**src/rtl/rsq_pkg.sv**
```systemverilog
// Shared types, sizes and codes of the policy selectable ready queue.
`default_nettype none

package rsq_pkg;

  // Queue depth and the widths that follow from it
  localparam int unsigned Depth = 16;
  localparam int unsigned IdxW  = (Depth > 1) ? $clog2(Depth) : 1;
  localparam int unsigned CntW  = $clog2(Depth + 1);
  localparam int unsigned OccW  = 5;

  // Configuration port
  localparam int unsigned CfgIdxW  = 2;
  localparam int unsigned CfgDataW = 4;
  localparam logic [CfgIdxW-1:0] CfgPolicy    = 2'd0;
  localparam logic [CfgIdxW-1:0] CfgNumQueues = 2'd1;

  // Policy codes; unlisted codes are served in arrival order
  localparam logic [2:0] PolFifo     = 3'd0;
  localparam logic [2:0] PolShortest = 3'd1;
  localparam logic [2:0] PolLongest  = 3'd2;
  localparam logic [2:0] PolPrio     = 3'd3;
  localparam logic [2:0] PolLevel    = 3'd4;

  // Commands
  localparam logic CmdEnq = 1'b0;
  localparam logic CmdDeq = 1'b1;

  // Result status codes
  localparam logic [1:0] StatOk    = 2'd0;
  localparam logic [1:0] StatFull  = 2'd1;
  localparam logic [1:0] StatEmpty = 2'd2;

  // One stored process entry
  typedef struct packed {
    logic [7:0]  id;
    logic [15:0] run_time;
    logic [7:0]  prio;
    logic [3:0]  level;
  } entry_t;

  localparam int unsigned EntryW = $bits(entry_t);

endpackage

`default_nettype wire

```
**src/rtl/rsq_ram.sv**
```systemverilog
// Generic single write, single read RAM with registered read data.
`default_nettype none

module rsq_ram #(
  parameter int unsigned Width = 8,
  parameter int unsigned Depth = 16,
  parameter int unsigned AddrW = (Depth > 1) ? $clog2(Depth) : 1
) (
  input  wire logic             clk_i,
  input  wire logic             we_i,
  input  wire logic [AddrW-1:0] waddr_i,
  input  wire logic [Width-1:0] wdata_i,
  input  wire logic [AddrW-1:0] raddr_i,
  output logic      [Width-1:0] rdata_o
);

  logic [Width-1:0] mem_q [Depth];

  // Write port
  always_ff @(posedge clk_i) begin
    if (we_i) begin
      mem_q[waddr_i] <= wdata_i;
    end
  end

  // Registered read port
  always_ff @(posedge clk_i) begin
    rdata_o <= mem_q[raddr_i];
  end

endmodule

`default_nettype wire

```
**src/rtl/rsq_cmp.sv**
```systemverilog
// Shared compare unit: decides whether a scanned entry beats the current best.
`default_nettype none

module rsq_cmp (
  input  wire logic [2:0]           policy_i,
  input  wire logic [3:0]           num_queues_i,
  input  wire rsq_pkg::entry_t      cand_i,
  input  wire rsq_pkg::entry_t      best_i,
  input  wire logic                 qual_i,
  output logic                      take_o,
  output logic                      cand_qual_o
);

  // Level eligibility for the multilevel policy
  assign cand_qual_o = (cand_i.level <= num_queues_i);

  // Strict compares keep ties on the earliest entry
  always_comb begin
    case (policy_i)
      rsq_pkg::PolShortest: take_o = cand_i.run_time < best_i.run_time;
      rsq_pkg::PolLongest:  take_o = cand_i.run_time > best_i.run_time;
      rsq_pkg::PolPrio:     take_o = cand_i.prio > best_i.prio;
      rsq_pkg::PolLevel:    take_o = cand_qual_o && (!qual_i || (cand_i.level > best_i.level));
      default:              take_o = 1'b0;
    endcase
  end

endmodule

`default_nettype wire

```
**src/rtl/policy_selectable_ready_queue_unit.sv**
```systemverilog
// Top level of the policy selectable ready queue: sequencer, table and result register.
// Enqueue, full or empty result: the accepted word goes to the response state, which
// loads the result register once the output slot is free. Dequeue: the table is scanned
// for the best entry, later entries shift down one place, then the result is loaded.
// Idle follows the result load; a held result stalls the next result, and thus the input.
// Reset clears the count, sets arrival order and level limit 3; the table is not cleared.
`default_nettype none

module policy_selectable_ready_queue_unit (
  input  wire logic                           clk_i,
  input  wire logic                           rst_ni,
  // configuration writes
  input  wire logic                           cfg_valid_i,
  output logic                                cfg_ready_o,
  input  wire logic [rsq_pkg::CfgIdxW-1:0]    cfg_index_i,
  input  wire logic [rsq_pkg::CfgDataW-1:0]   cfg_data_i,
  // input words
  input  wire logic                           in_valid_i,
  output logic                                in_ready_o,
  input  wire logic                           cmd_i,
  input  wire logic [7:0]                     proc_id_i,
  input  wire logic [15:0]                    run_time_i,
  input  wire logic [7:0]                     prio_i,
  input  wire logic [3:0]                     queue_level_i,
  // result words
  output logic                                out_valid_o,
  input  wire logic                           out_ready_i,
  output logic [1:0]                          status_o,
  output logic [7:0]                          out_id_o,
  output logic [15:0]                         out_time_o,
  output logic [7:0]                          out_prio_o,
  output logic [3:0]                          out_level_o,
  output logic [rsq_pkg::OccW-1:0]            occupancy_o
);

  localparam int unsigned IdxW = rsq_pkg::IdxW;
  localparam int unsigned CntW = rsq_pkg::CntW;
  localparam int unsigned OccW = rsq_pkg::OccW;

  typedef enum logic [3:0] {
    StIdle  = 4'b0001,
    StScan  = 4'b0010,
    StShift = 4'b0100,
    StResp  = 4'b1000
  } state_e;

  state_e state_q, state_d;

  logic [2:0]      policy_q;
  logic [3:0]      num_queues_q;
  logic [CntW-1:0] count_q, count_d;
  logic [CntW-1:0] rd_ptr_q, rd_ptr_d;
  logic            pend_q, pend_d;
  logic [IdxW-1:0] pend_idx_q, pend_idx_d;
  rsq_pkg::entry_t best_q, best_d;
  logic [IdxW-1:0] best_idx_q, best_idx_d;
  logic            qual_q, qual_d;
  logic [1:0]      res_status_q, res_status_d;

  logic            ram_we;
  logic [IdxW-1:0] ram_waddr;
  rsq_pkg::entry_t ram_wdata;
  rsq_pkg::entry_t ram_rdata;
  logic [rsq_pkg::EntryW-1:0] ram_rdata_raw;

  logic            in_acc;
  logic            rd_issue;
  logic            slot_free;
  logic            take;
  logic            cand_qual;
  logic [3:0]      enq_level;

  // Configuration registers
  assign cfg_ready_o = 1'b1;

  always_ff @(posedge clk_i or negedge rst_ni) begin
    if (!rst_ni) begin
      policy_q     <= rsq_pkg::PolFifo;
      num_queues_q <= 4'd3;
    end else if (cfg_valid_i) begin
      case (cfg_index_i)
        rsq_pkg::CfgPolicy:    policy_q     <= cfg_data_i[2:0];
        rsq_pkg::CfgNumQueues: num_queues_q <= cfg_data_i[3:0];
        default: ;
      endcase
    end
  end

  // Entry table
  rsq_ram #(
    .Width (rsq_pkg::EntryW),
    .Depth (rsq_pkg::Depth)
  ) u_table (
    .clk_i   (clk_i),
    .we_i    (ram_we),
    .waddr_i (ram_waddr),
    .wdata_i (ram_wdata),
    .raddr_i (rd_ptr_q[IdxW-1:0]),
    .rdata_o (ram_rdata_raw)
  );

  assign ram_rdata = rsq_pkg::entry_t'(ram_rdata_raw);

  // Shared compare unit
  rsq_cmp u_cmp (
    .policy_i     (policy_q),
    .num_queues_i (num_queues_q),
    .cand_i       (ram_rdata),
    .best_i       (best_q),
    .qual_i       (qual_q),
    .take_o       (take),
    .cand_qual_o  (cand_qual)
  );

  assign in_ready_o = (state_q == StIdle);
  assign in_acc     = in_valid_i && in_ready_o;
  assign rd_issue   = (rd_ptr_q < count_q);
  assign slot_free  = !out_valid_o || out_ready_i;
  assign enq_level  = (queue_level_i > num_queues_q) ? num_queues_q : queue_level_i;

  // Sequencer
  always_comb begin
    state_d      = state_q;
    count_d      = count_q;
    rd_ptr_d     = rd_ptr_q;
    pend_d       = 1'b0;
    pend_idx_d   = pend_idx_q;
    best_d       = best_q;
    best_idx_d   = best_idx_q;
    qual_d       = qual_q;
    res_status_d = res_status_q;
    ram_we       = 1'b0;
    ram_waddr    = count_q[IdxW-1:0];
    ram_wdata    = '{id: proc_id_i, run_time: run_time_i, prio: prio_i, level: enq_level};

    case (state_q)
      StIdle: begin
        if (in_acc) begin
          best_d       = '0;
          res_status_d = rsq_pkg::StatOk;
          state_d      = StResp;
          if (cmd_i == rsq_pkg::CmdEnq) begin
            if (count_q >= CntW'(rsq_pkg::Depth)) begin
              res_status_d = rsq_pkg::StatFull;
            end else begin
              ram_we  = 1'b1;
              count_d = count_q + CntW'(1);
            end
          end else if (count_q == '0) begin
            res_status_d = rsq_pkg::StatEmpty;
          end else begin
            rd_ptr_d = '0;
            state_d  = StScan;
          end
        end
      end

      StScan: begin
        // issue one read a cycle, compare the word read the cycle before
        if (rd_issue) begin
          pend_d     = 1'b1;
          pend_idx_d = rd_ptr_q[IdxW-1:0];
          rd_ptr_d   = rd_ptr_q + CntW'(1);
        end
        if (pend_q) begin
          if (pend_idx_q == '0) begin
            best_d     = ram_rdata;
            best_idx_d = '0;
            qual_d     = cand_qual || (policy_q != rsq_pkg::PolLevel);
          end else if (take) begin
            best_d     = ram_rdata;
            best_idx_d = pend_idx_q;
            qual_d     = 1'b1;
          end
        end
        if (!rd_issue && !pend_q) begin
          rd_ptr_d = CntW'(best_idx_q) + CntW'(1);
          state_d  = StShift;
        end
      end

      StShift: begin
        // move each later entry down by one place
        if (rd_issue) begin
          pend_d     = 1'b1;
          pend_idx_d = rd_ptr_q[IdxW-1:0];
          rd_ptr_d   = rd_ptr_q + CntW'(1);
        end
        if (pend_q) begin
          ram_we    = 1'b1;
          ram_waddr = pend_idx_q - IdxW'(1);
          ram_wdata = ram_rdata;
        end
        if (!rd_issue && !pend_q) begin
          count_d = count_q - CntW'(1);
          state_d = StResp;
        end
      end

      StResp: begin
        if (slot_free) begin
          state_d = StIdle;
        end
      end

      default: state_d = StIdle;
    endcase
  end

  // Control registers
  always_ff @(posedge clk_i or negedge rst_ni) begin
    if (!rst_ni) begin
      state_q  <= StIdle;
      count_q  <= '0;
      rd_ptr_q <= '0;
      pend_q   <= 1'b0;
      qual_q   <= 1'b0;
    end else begin
      state_q  <= state_d;
      count_q  <= count_d;
      rd_ptr_q <= rd_ptr_d;
      pend_q   <= pend_d;
      qual_q   <= qual_d;
    end
  end

  // Payload registers
  always_ff @(posedge clk_i) begin
    pend_idx_q   <= pend_idx_d;
    best_q       <= best_d;
    best_idx_q   <= best_idx_d;
    res_status_q <= res_status_d;
  end

  // Result register: hold until taken
  always_ff @(posedge clk_i or negedge rst_ni) begin
    if (!rst_ni) begin
      out_valid_o <= 1'b0;
    end else if ((state_q == StResp) && slot_free) begin
      out_valid_o <= 1'b1;
    end else if (out_ready_i) begin
      out_valid_o <= 1'b0;
    end
  end

  always_ff @(posedge clk_i) begin
    if ((state_q == StResp) && slot_free) begin
      status_o    <= res_status_q;
      out_id_o    <= best_q.id;
      out_time_o  <= best_q.run_time;
      out_prio_o  <= best_q.prio;
      out_level_o <= best_q.level;
      occupancy_o <= OccW'(count_q);
    end
  end

  // Checks
  a_count_bound: assert property (@(posedge clk_i) disable iff (!rst_ni)
    count_q <= CntW'(rsq_pkg::Depth))
    else $error("entry count above depth");

  a_scan_nonempty: assert property (@(posedge clk_i) disable iff (!rst_ni)
    (state_q == StScan) |-> (count_q != '0))
    else $error("scan started on an empty table");

  a_shift_above_pick: assert property (@(posedge clk_i) disable iff (!rst_ni)
    ((state_q == StShift) && pend_q) |-> (pend_idx_q > best_idx_q))
    else $error("shift would overwrite entries before the picked one");

  a_enq_count: assert property (@(posedge clk_i) disable iff (!rst_ni)
    (in_acc && (cmd_i == rsq_pkg::CmdEnq) && (count_q < CntW'(rsq_pkg::Depth)))
    |=> (count_q == $past(count_q) + CntW'(1)))
    else $error("enqueue did not advance the count");

endmodule

`default_nettype wire
```
**config.mk**
```make
export PLATFORM = sky130hd
export DESIGN_NAME = policy_selectable_ready_queue_unit
export DESIGN_NICKNAME = d
export VERILOG_FILES = /design/src/rtl/rsq_pkg.sv /design/src/rtl/rsq_ram.sv /design/src/rtl/rsq_cmp.sv /design/src/rtl/policy_selectable_ready_queue_unit.sv
export SDC_FILE = /design/constraint.sdc
export NUM_CORES = 1
export LEC_CHECK = 0
export BUFFER_PORTS_ARGS = -buffer_cell sky130_fd_sc_hd__buf_2
export CAP_MARGIN = 0
export CORE_AREA = 8 8 261 263
export DETAILED_ROUTE_END_ITERATION = 7
export DIE_AREA = 0 0 269 271
export GPL_TIMING_DRIVEN = 0
export SYNTH_ARGS = -nofsm -noshare
export SYNTH_HDL_FRONTEND = slang
export SYNTH_HIERARCHICAL = 1
export SYNTH_SLANG_ARGS = --single-unit
export TNS_END_PERCENT = 100
```
**constraint.sdc**
```tcl
create_clock -name clk_i -period 5.11 [get_ports clk_i]
set_clock_uncertainty 0.05 [all_clocks]
set_input_delay 0.511 -clock clk_i [delete_from_list [all_inputs] [get_ports clk_i]]
set_output_delay 0.511 -clock clk_i [all_outputs]
set_load 0.05 [all_outputs]
```
==> results of run 1 <==
[cell type report]
| cell class | instances | area (µm²) | area share, % |
|---|---|---|---|
| sequential | 725 | 21290 | 64.39 |
| clock buffer | 98 | 2016 | 6.095 |
| multi-input combinational | 599 | 6729 | 20.35 |
| buffer | 65 | 341.6 | 1.033 |
| inverter | 52 | 195.2 | 0.5902 |
| tap | 855 | 1070 | 3.235 |
| timing repair buffer | 128 | 1081 | 3.269 |
| clock inverter | 41 | 346.6 | 1.048 |
[kinds of logic (layout without fill, tap and decap cells)]
group	Yosys count	in the layout	share of synthesized area [%]
other cells	1	1	0.01319
mux	188	188	13.13
xor+xnor	7	7	0.2157
simple gates	193	193	3.688
buf+inv	117	384	1.888
compound gates	163	163	4.067
flops	725	725	74.90
fa+ha+maj	47	47	2.095
[state kept, by name (all words and copies together) (netlist names), 2 cells and up]
signal           cells
best_idx_q           4
best_q              36
count_q              5
num_queues_q         4
occupancy_o          5
out_id_o             8
out_level_o          4
out_prio_o           8
out_time_o          16
pend_idx_q           4
policy_q             3
rd_ptr_q             5
res_status_q         2
state_q              4
status_o             2
u_table/mem_q      576
u_table/rdata_o     36
[critical path, cell delays in order (launching register included)]
cell     delay, ns
dfrtp_1       0.43
and2b_1       0.28
nand2_1       0.17
inv_1         0.11
nand2_1       0.20
buf_4         0.30
buf_2         0.20
o21ai_0       0.89
nand2_1       0.50
nor2_4        0.93
buf_12        0.29
[where the power goes]
| group | total [mW] | switching [mW] | internal, mW | leakage (nW) |
|---|---|---|---|---|
| combinational | 4.31 | 2.54 | 1.76 | 3.46 |
| sequential | 7.42 | 0.354 | 7.07 | 6.62 |
| clock | 5.28 | 2.23 | 3.05 | 1.17 |
[worst max-delay path by stage]
stage               start              endpoint  slack, ns
6_report       state_q[1]  u_table/mem_q[3][22]       0.43
5_1_grt        state_q[3]  u_table/mem_q[3][22]       0.30
4_1_cts        state_q[3]  u_table/mem_q[3][18]       0.52
3_5_place_dp   state_q[1]  u_table/mem_q[3][22]       0.53
3_3_place_gp   state_q[1]  u_table/mem_q[8][19]      -3.66
2_1_floorplan  state_q[0]  u_table/mem_q[12][0]       0.13
[placed cells by master (no fill, tap or decap), types with 7 or more instances in the layout]
master     synthesis  final
nand3_1            7      7
dfxtp_1           36     36
edfxtp_1         665    665
dfrtp_1           21     21
nor2b_1            8      8
nand2_1           56     55
o21ai_0           15     15
buf_6              8     22
nor2_4             0     12
a22oi_1           73     73
buf_2             21    113
nor2_1            35     23
clkbuf_16          0     77
nand4_1            7      7
and3_1            38     38
inv_1             52     52
clkinv_1           0     11
mux4_2           144    144
clkbuf_1          30     50
ha_1              46     46
clkinv_2           0     20
mux2_2            40     40
a21oi_1           27     26
buf_12             0     15
[Yosys cell counts, types with 5 or more instances]
cell type  count  area [µm²]
nor2b_1        8       50.05
and2_1         5       31.28
nand2_1       56       210.2
nand3_1        7       35.03
ha_1          46       575.6
edfxtp_1     665       19970
buf_6          8       90.09
mux2_2        40       450.4
xor2_1         5       43.79
clkbuf_1      30       112.6
inv_1         52       195.2
o21ai_0       15       75.07
a21oi_1       27       135.1
a22oi_1       73       548.0
buf_2         21       105.1
nor2_1        35       131.4
nand4_1        7       43.79
dfxtp_1       36       720.7
and3_1        38       237.7
mux4_2       144        3243
o21ai_1        6       30.03
o211ai_1       5       37.54
nor3_1         7       35.03
dfrtp_1       21       525.5
[metal layers]
metal	vias up	global-route usage, %
met1	7778	27.12
met5	-	0
li1	6292	-
met4	0	5.057
met2	537	29.52
met3	105	4.790
[per-stage QoR]
stage	setup TNS (ns)	instance area (µm²)	hold WS, ns	instances	power, mW
floorplan	0	28430	0.1654	1441	10.41
global placement	-1048.32	29970	0.3512	2388	11.73
detailed placement	0	30700	0.3556	2423	11.88
CTS	0	33070	0.03965	2563	17.17
global route	0	33070	0.06040	2563	17.73
finish	0	33070	0.07214	2563	17.01
==> results.json, run 1 <==
{
  "async_flop_share_pct": 3.310,
  "htreeDepth": 3,
  "grt_first_pass_wirelength_um": 101500,
  "maxCapViolations": 0,
  "wl_per_cell_um": 27.17,
  "drt-total-wl_um": 69630,
  "clk_pin_slew_ns": 0.06,
  "grt-ovfl-total": 0,
  "antennaDiodeCount": 0,
  "final_max_slew_viol_count": 0,
  "synth.avg_cell_area_um2": 19.73,
  "cts_setup_buffers": 0,
  "nets": 1741,
  "power.density_nw_per_um2": 514.3,
  "worstPathRequired_ns": 5.36,
  "drc": 0,
  "reg2regPathDepth": 10,
  "routed.top_layer": "met4",
  "hold_depth": 2,
  "clock_path_buffers": 3,
  "period_needed_ns": 4.677,
  "power_leakage_nw": 11.25,
  "synth_fp_nets": 1536,
  "hold_viol_final": 0,
  "max_slew_margin_pct": 14.55,
  "die_w_um": 269,
  "track_usage_pct": 19.16,
  "yosys_warnings": 6,
  "die_height_um": 271,
  "wl_met1_um": 30350,
  "syn_inst": 1441,
  "fillers": 5056,
  "dpl.hpwl_um": 44870,
  "rrSetupSlack_ns": 0.43,
  "dr.pass1.iters": 5,
  "dieArea_um2": 72900,
  "grt_setup_unrepaired": "false",
  "cts_root_buffer": "clkbuf_16",
  "setup_viol": 0,
  "synthFlopType": "edfxtp_1",
  "ir_drop_uv": 264.7,
  "seq_area_frac_synth_pct": 74.90,
  "cts_tree": "done",
  "start_util_pct": 44.50,
  "syn2layout_area_growth_pct": 16.33,
  "grt_pass1_vias": 14940,
  "wl_met2_um": 32190,
  "crit-reg2reg-launch": "state_q[1]",
  "drive_gt1_share_pct": 28.75,
  "crit_path_start_kind": "flip-flop",
  "synth_area_um2": 28430,
  "antenna_found_initial": 1,
  "synth_cell_type_count": 68,
  "io_buffers": 92,
  "num_rows": 93,
  "ys_ff_latch": 725,
  "worst-setup-path-type": "reg -> reg",
  "min_from": "out_ready_i",
  "pin_count": 94,
  "min_path_type": "in -> reg",
  "drt-initial-drc-count": 1294,
  "cts-resized-gates": 0,
  "fmax_mhz": 213.8,
  "gp_congestion": 0.7555,
  "antenna_left": 0,
  "dr_wl_met3_um": 5481,
  "fin_ws_ns": 0.4332,
  "worst-path-max-fanout": 19,
  "via_per_inst": 5.740,
  "clk_latency_ns": 0.61,
  "fin_util_pct": 51.77,
  "worst_pin_slew_ns": 1.277,
  "finalCritPeriodShare_pct": 91.52,
  "vias": 14710,
  "r2r_end": "u_table/mem_q[3][22]",
  "cts_sinks": 725,
  "arrival_ns": 4.92,
  "core_area_um2": 63880,
  "endpoint_kind": "flip-flop",
  "holdBufCountCts": 1,
  "outcome": "finished clean",
  "grt_max_degree": 26,
  "synth_edf_count": 665,
  "cts_buffers": 75,
  "whs_endpoint": "out_valid_o",
  "post-place-ws_ns": 0.5296
}
Note: power is estimated with default switching activity, not from simulation.
==> run 2, diff against run 1 <==
--- a/config.mk
+++ b/config.mk
@@ -7,9 +7,9 @@
 export LEC_CHECK = 0
 export BUFFER_PORTS_ARGS = -buffer_cell sky130_fd_sc_hd__buf_2
 export CAP_MARGIN = 0
-export CORE_AREA = 8 8 261 263
+export CORE_AREA = 8 8 347 349
 export DETAILED_ROUTE_END_ITERATION = 7
-export DIE_AREA = 0 0 269 271
+export DIE_AREA = 0 0 355 357
 export GPL_TIMING_DRIVEN = 0
 export SYNTH_ARGS = -nofsm -noshare
 export SYNTH_HDL_FRONTEND = slang
==> run 2 against run 1 <==
Effect of this change: register-to-register slack improved by 0.097 ns; design area rose by 2.5%; die area rose by 74%; via count fell by 1.8%; combinational power fell by 0.9%; worst setup slack improved by 0.097 ns; critical path type unchanged; critical endpoint is now u_table/mem_q[11][23].
==> results.json, run 2 (synthesis gave the netlist of run 1 again) <==
{
  "drc": 0,
  "drive_gt1_share_pct": 28.75,
  "hold_viol_final": 0,
  "finalCritPeriodShare_pct": 89.63,
  "top_regs": "u_table/mem_q x576, best_q x36, u_table/rdata_o x36",
  "ir_drop_uv": 209.3,
  "grt_setup_unrepaired": "false",
  "grt-ovfl-total": 0,
  "arrival_ns": 4.83,
  "nets": 1736,
  "fmax_mhz": 218.3,
  "final_common_cell": "edfxtp_1",
  "power_leakage_nw": 11.23,
  "drt-total-wl_um": 69760,
  "crit_path_start_kind": "flip-flop",
  "antenna_left": 0,
  "track_usage_pct": 10.75,
  "design_area_um2": 33920,
  "htreeDepth": 3,
  "via_per_inst": 4.478,
  "die_w_um": 355,
  "final_max_slew_viol_count": 0,
  "holdWs_ns": 0.04570,
  "cts_tree": "done",
  "drt-initial-drc-count": 1255,
  "cp_cell_sequence": "and2b_1 > nand2_1 > inv_1 > nand2_1 > buf_4 > buf_2 > o21ai_0 > nand2_1 > nor2_4 > buf_12",
  "min_from": "out_ready_i",
  "largest_reg_flops": 576,
  "fin_ws_ns": 0.5297,
  "swShare_pct": 30.15,
  "crit-reg2reg-launch": "state_q[1]",
  "start_util_pct": 24.70,
  "grt_max_degree": 30,
  "endpoint_kind": "flip-flop",
  "cp-startpoint": "state_q[1]",
  "wl_per_cell_um": 21.62,
  "dr.pass1.iters": 5,
  "maxCapViolations": 0,
  "post-place-ws_ns": 0.5238,
  "power.density_nw_per_um2": 501.2,
  "pin_count": 94,
  "clk_pin_slew_ns": 0.06,
  "setup_viol": 0,
  "cts_buffers": 73,
  "worst_pin_slew_ns": 1.207,
  "antenna_found_initial": 7,
  "max_slew_margin_pct": 19.52,
  "pwr-share-clk_pct": 31.1,
  "switchingPower_mw": 5.124,
  "cts-resized-gates": 0,
  "worst-setup-path-type": "reg -> reg",
  "grt_pass1_vias": 15110,
  "dpl.hpwl_um": 47960,
  "max_flop_register": "u_table/mem_q",
  "gp_congestion": 0.7681,
  "layout_common_cells": "edfxtp_1 (665), mux4_2 (144), buf_2 (113), clkbuf_16 (76), a22oi_1 (73)",
  "seqPwrFrac_pct": 43.8,
  "min_path_type": "in -> reg",
  "cts_sinks": 725,
  "worstPathRequired_ns": 5.36,
  "period_needed_ns": 4.580,
  "cp_slowest_cell": "o21ai_0",
  "placed_area_um2": 31520,
  "io_buffers": 92,
  "num_rows": 125,
  "dieArea_um2": 126700,
  "worst-path-max-fanout": 19,
  "vias": 14450,
  "core_area_um2": 115100,
  "cts_root_buffer": "clkbuf_16",
  "clk_latency_ns": 0.62,
  "slowest_delay_ns": 0.91,
  "die_height_um": 357,
  "grt_first_pass_wirelength_um": 101900,
  "syn2layout_area_growth_pct": 19.29,
  "cpMostUsedCell": "nand2_1",
  "intPower_mw": 11.87,
  "outcome": "finished clean",
  "clock_path_buffers": 3,
  "power_frac_comb_pct": 25.1
}
-- run 2: metal layers --
layer	wire, µm	global-route usage, %	up-vias	part of all wire (%)
li1	-	-	6269	-
met1	28960	13.65	7624	42
met2	35070	18.53	457	50
met3	4138	1.907	95	5.9
met4	1588	3.520	0	2.3
met5	0	0	-	0
-- run 2: stage by stage --
stage / power [mW] / instances / setup TNS (ns) / utilization [%]
after detailed placement: 11.91 / 3089 / 0 / 27.38
after floorplan: 10.41 / 1441 / 0 / -
after global routing: 17.72 / 3225 / 0 / 29.46
after global placement: 11.74 / 3057 / -940.55 / 26.76
final: 17.00 / 3226 / 0 / 29.46
after CTS: 17.20 / 3225 / 0 / 29.46
-- run 2: power groups by stage --
stage / Sequential, mW / Clock (mW) / Combinational (mW)
floorplan: 7.58 / 0 / 2.83
global placement: 7.60 / 0 / 4.15
detailed placement: 7.58 / 0 / 4.34
CTS: 7.46 / 5.39 / 4.35
global route: 7.51 / 5.60 / 4.61
finish: 7.45 / 5.28 / 4.27
-- run 2: area by class of cell --
cell class | count | area [µm²]
clock inverter | 28 | 272.8
buffer | 65 | 341.6
sequential | 725 | 21290
inverter | 52 | 195.2
multi-input combinational | 599 | 6729
clock buffer | 107 | 2108
timing repair buffer | 125 | 1065
tap | 1524 | 1907
fill | 11260 | 81200
antenna | 1 | 2.502
-- run 2: worst paths after layout --
check / to / slack [ns] / cells after the start
max reg2reg: u_table/mem_q[11][23] / 0.53 / 10
max: u_table/mem_q[11][23] / 0.53 / 10
min in group asynchronous: count_q[4] / 0.40 / 2
min: out_valid_o / 0.05 / 2
max in group asynchronous: policy_q[0] / 4.20 / 2
min reg2reg: status_o[1] / 0.37 / 0
-- run 2: repair_timing --
action / CTS / global route
buffers inserted: 0 / 0
hold buffers: 1 / 0
endpoints found under the hold margin: 21 / 0
-- run 2: worst max-delay path: cells and delay by family (launching register included) --
kind	cells	cell delay [ns]
buffers and inverters	4	0.88
AO/OA/AOI/OAI	1	0.91
AND/OR/NAND/NOR	5	1.96
flip-flops	1	0.43
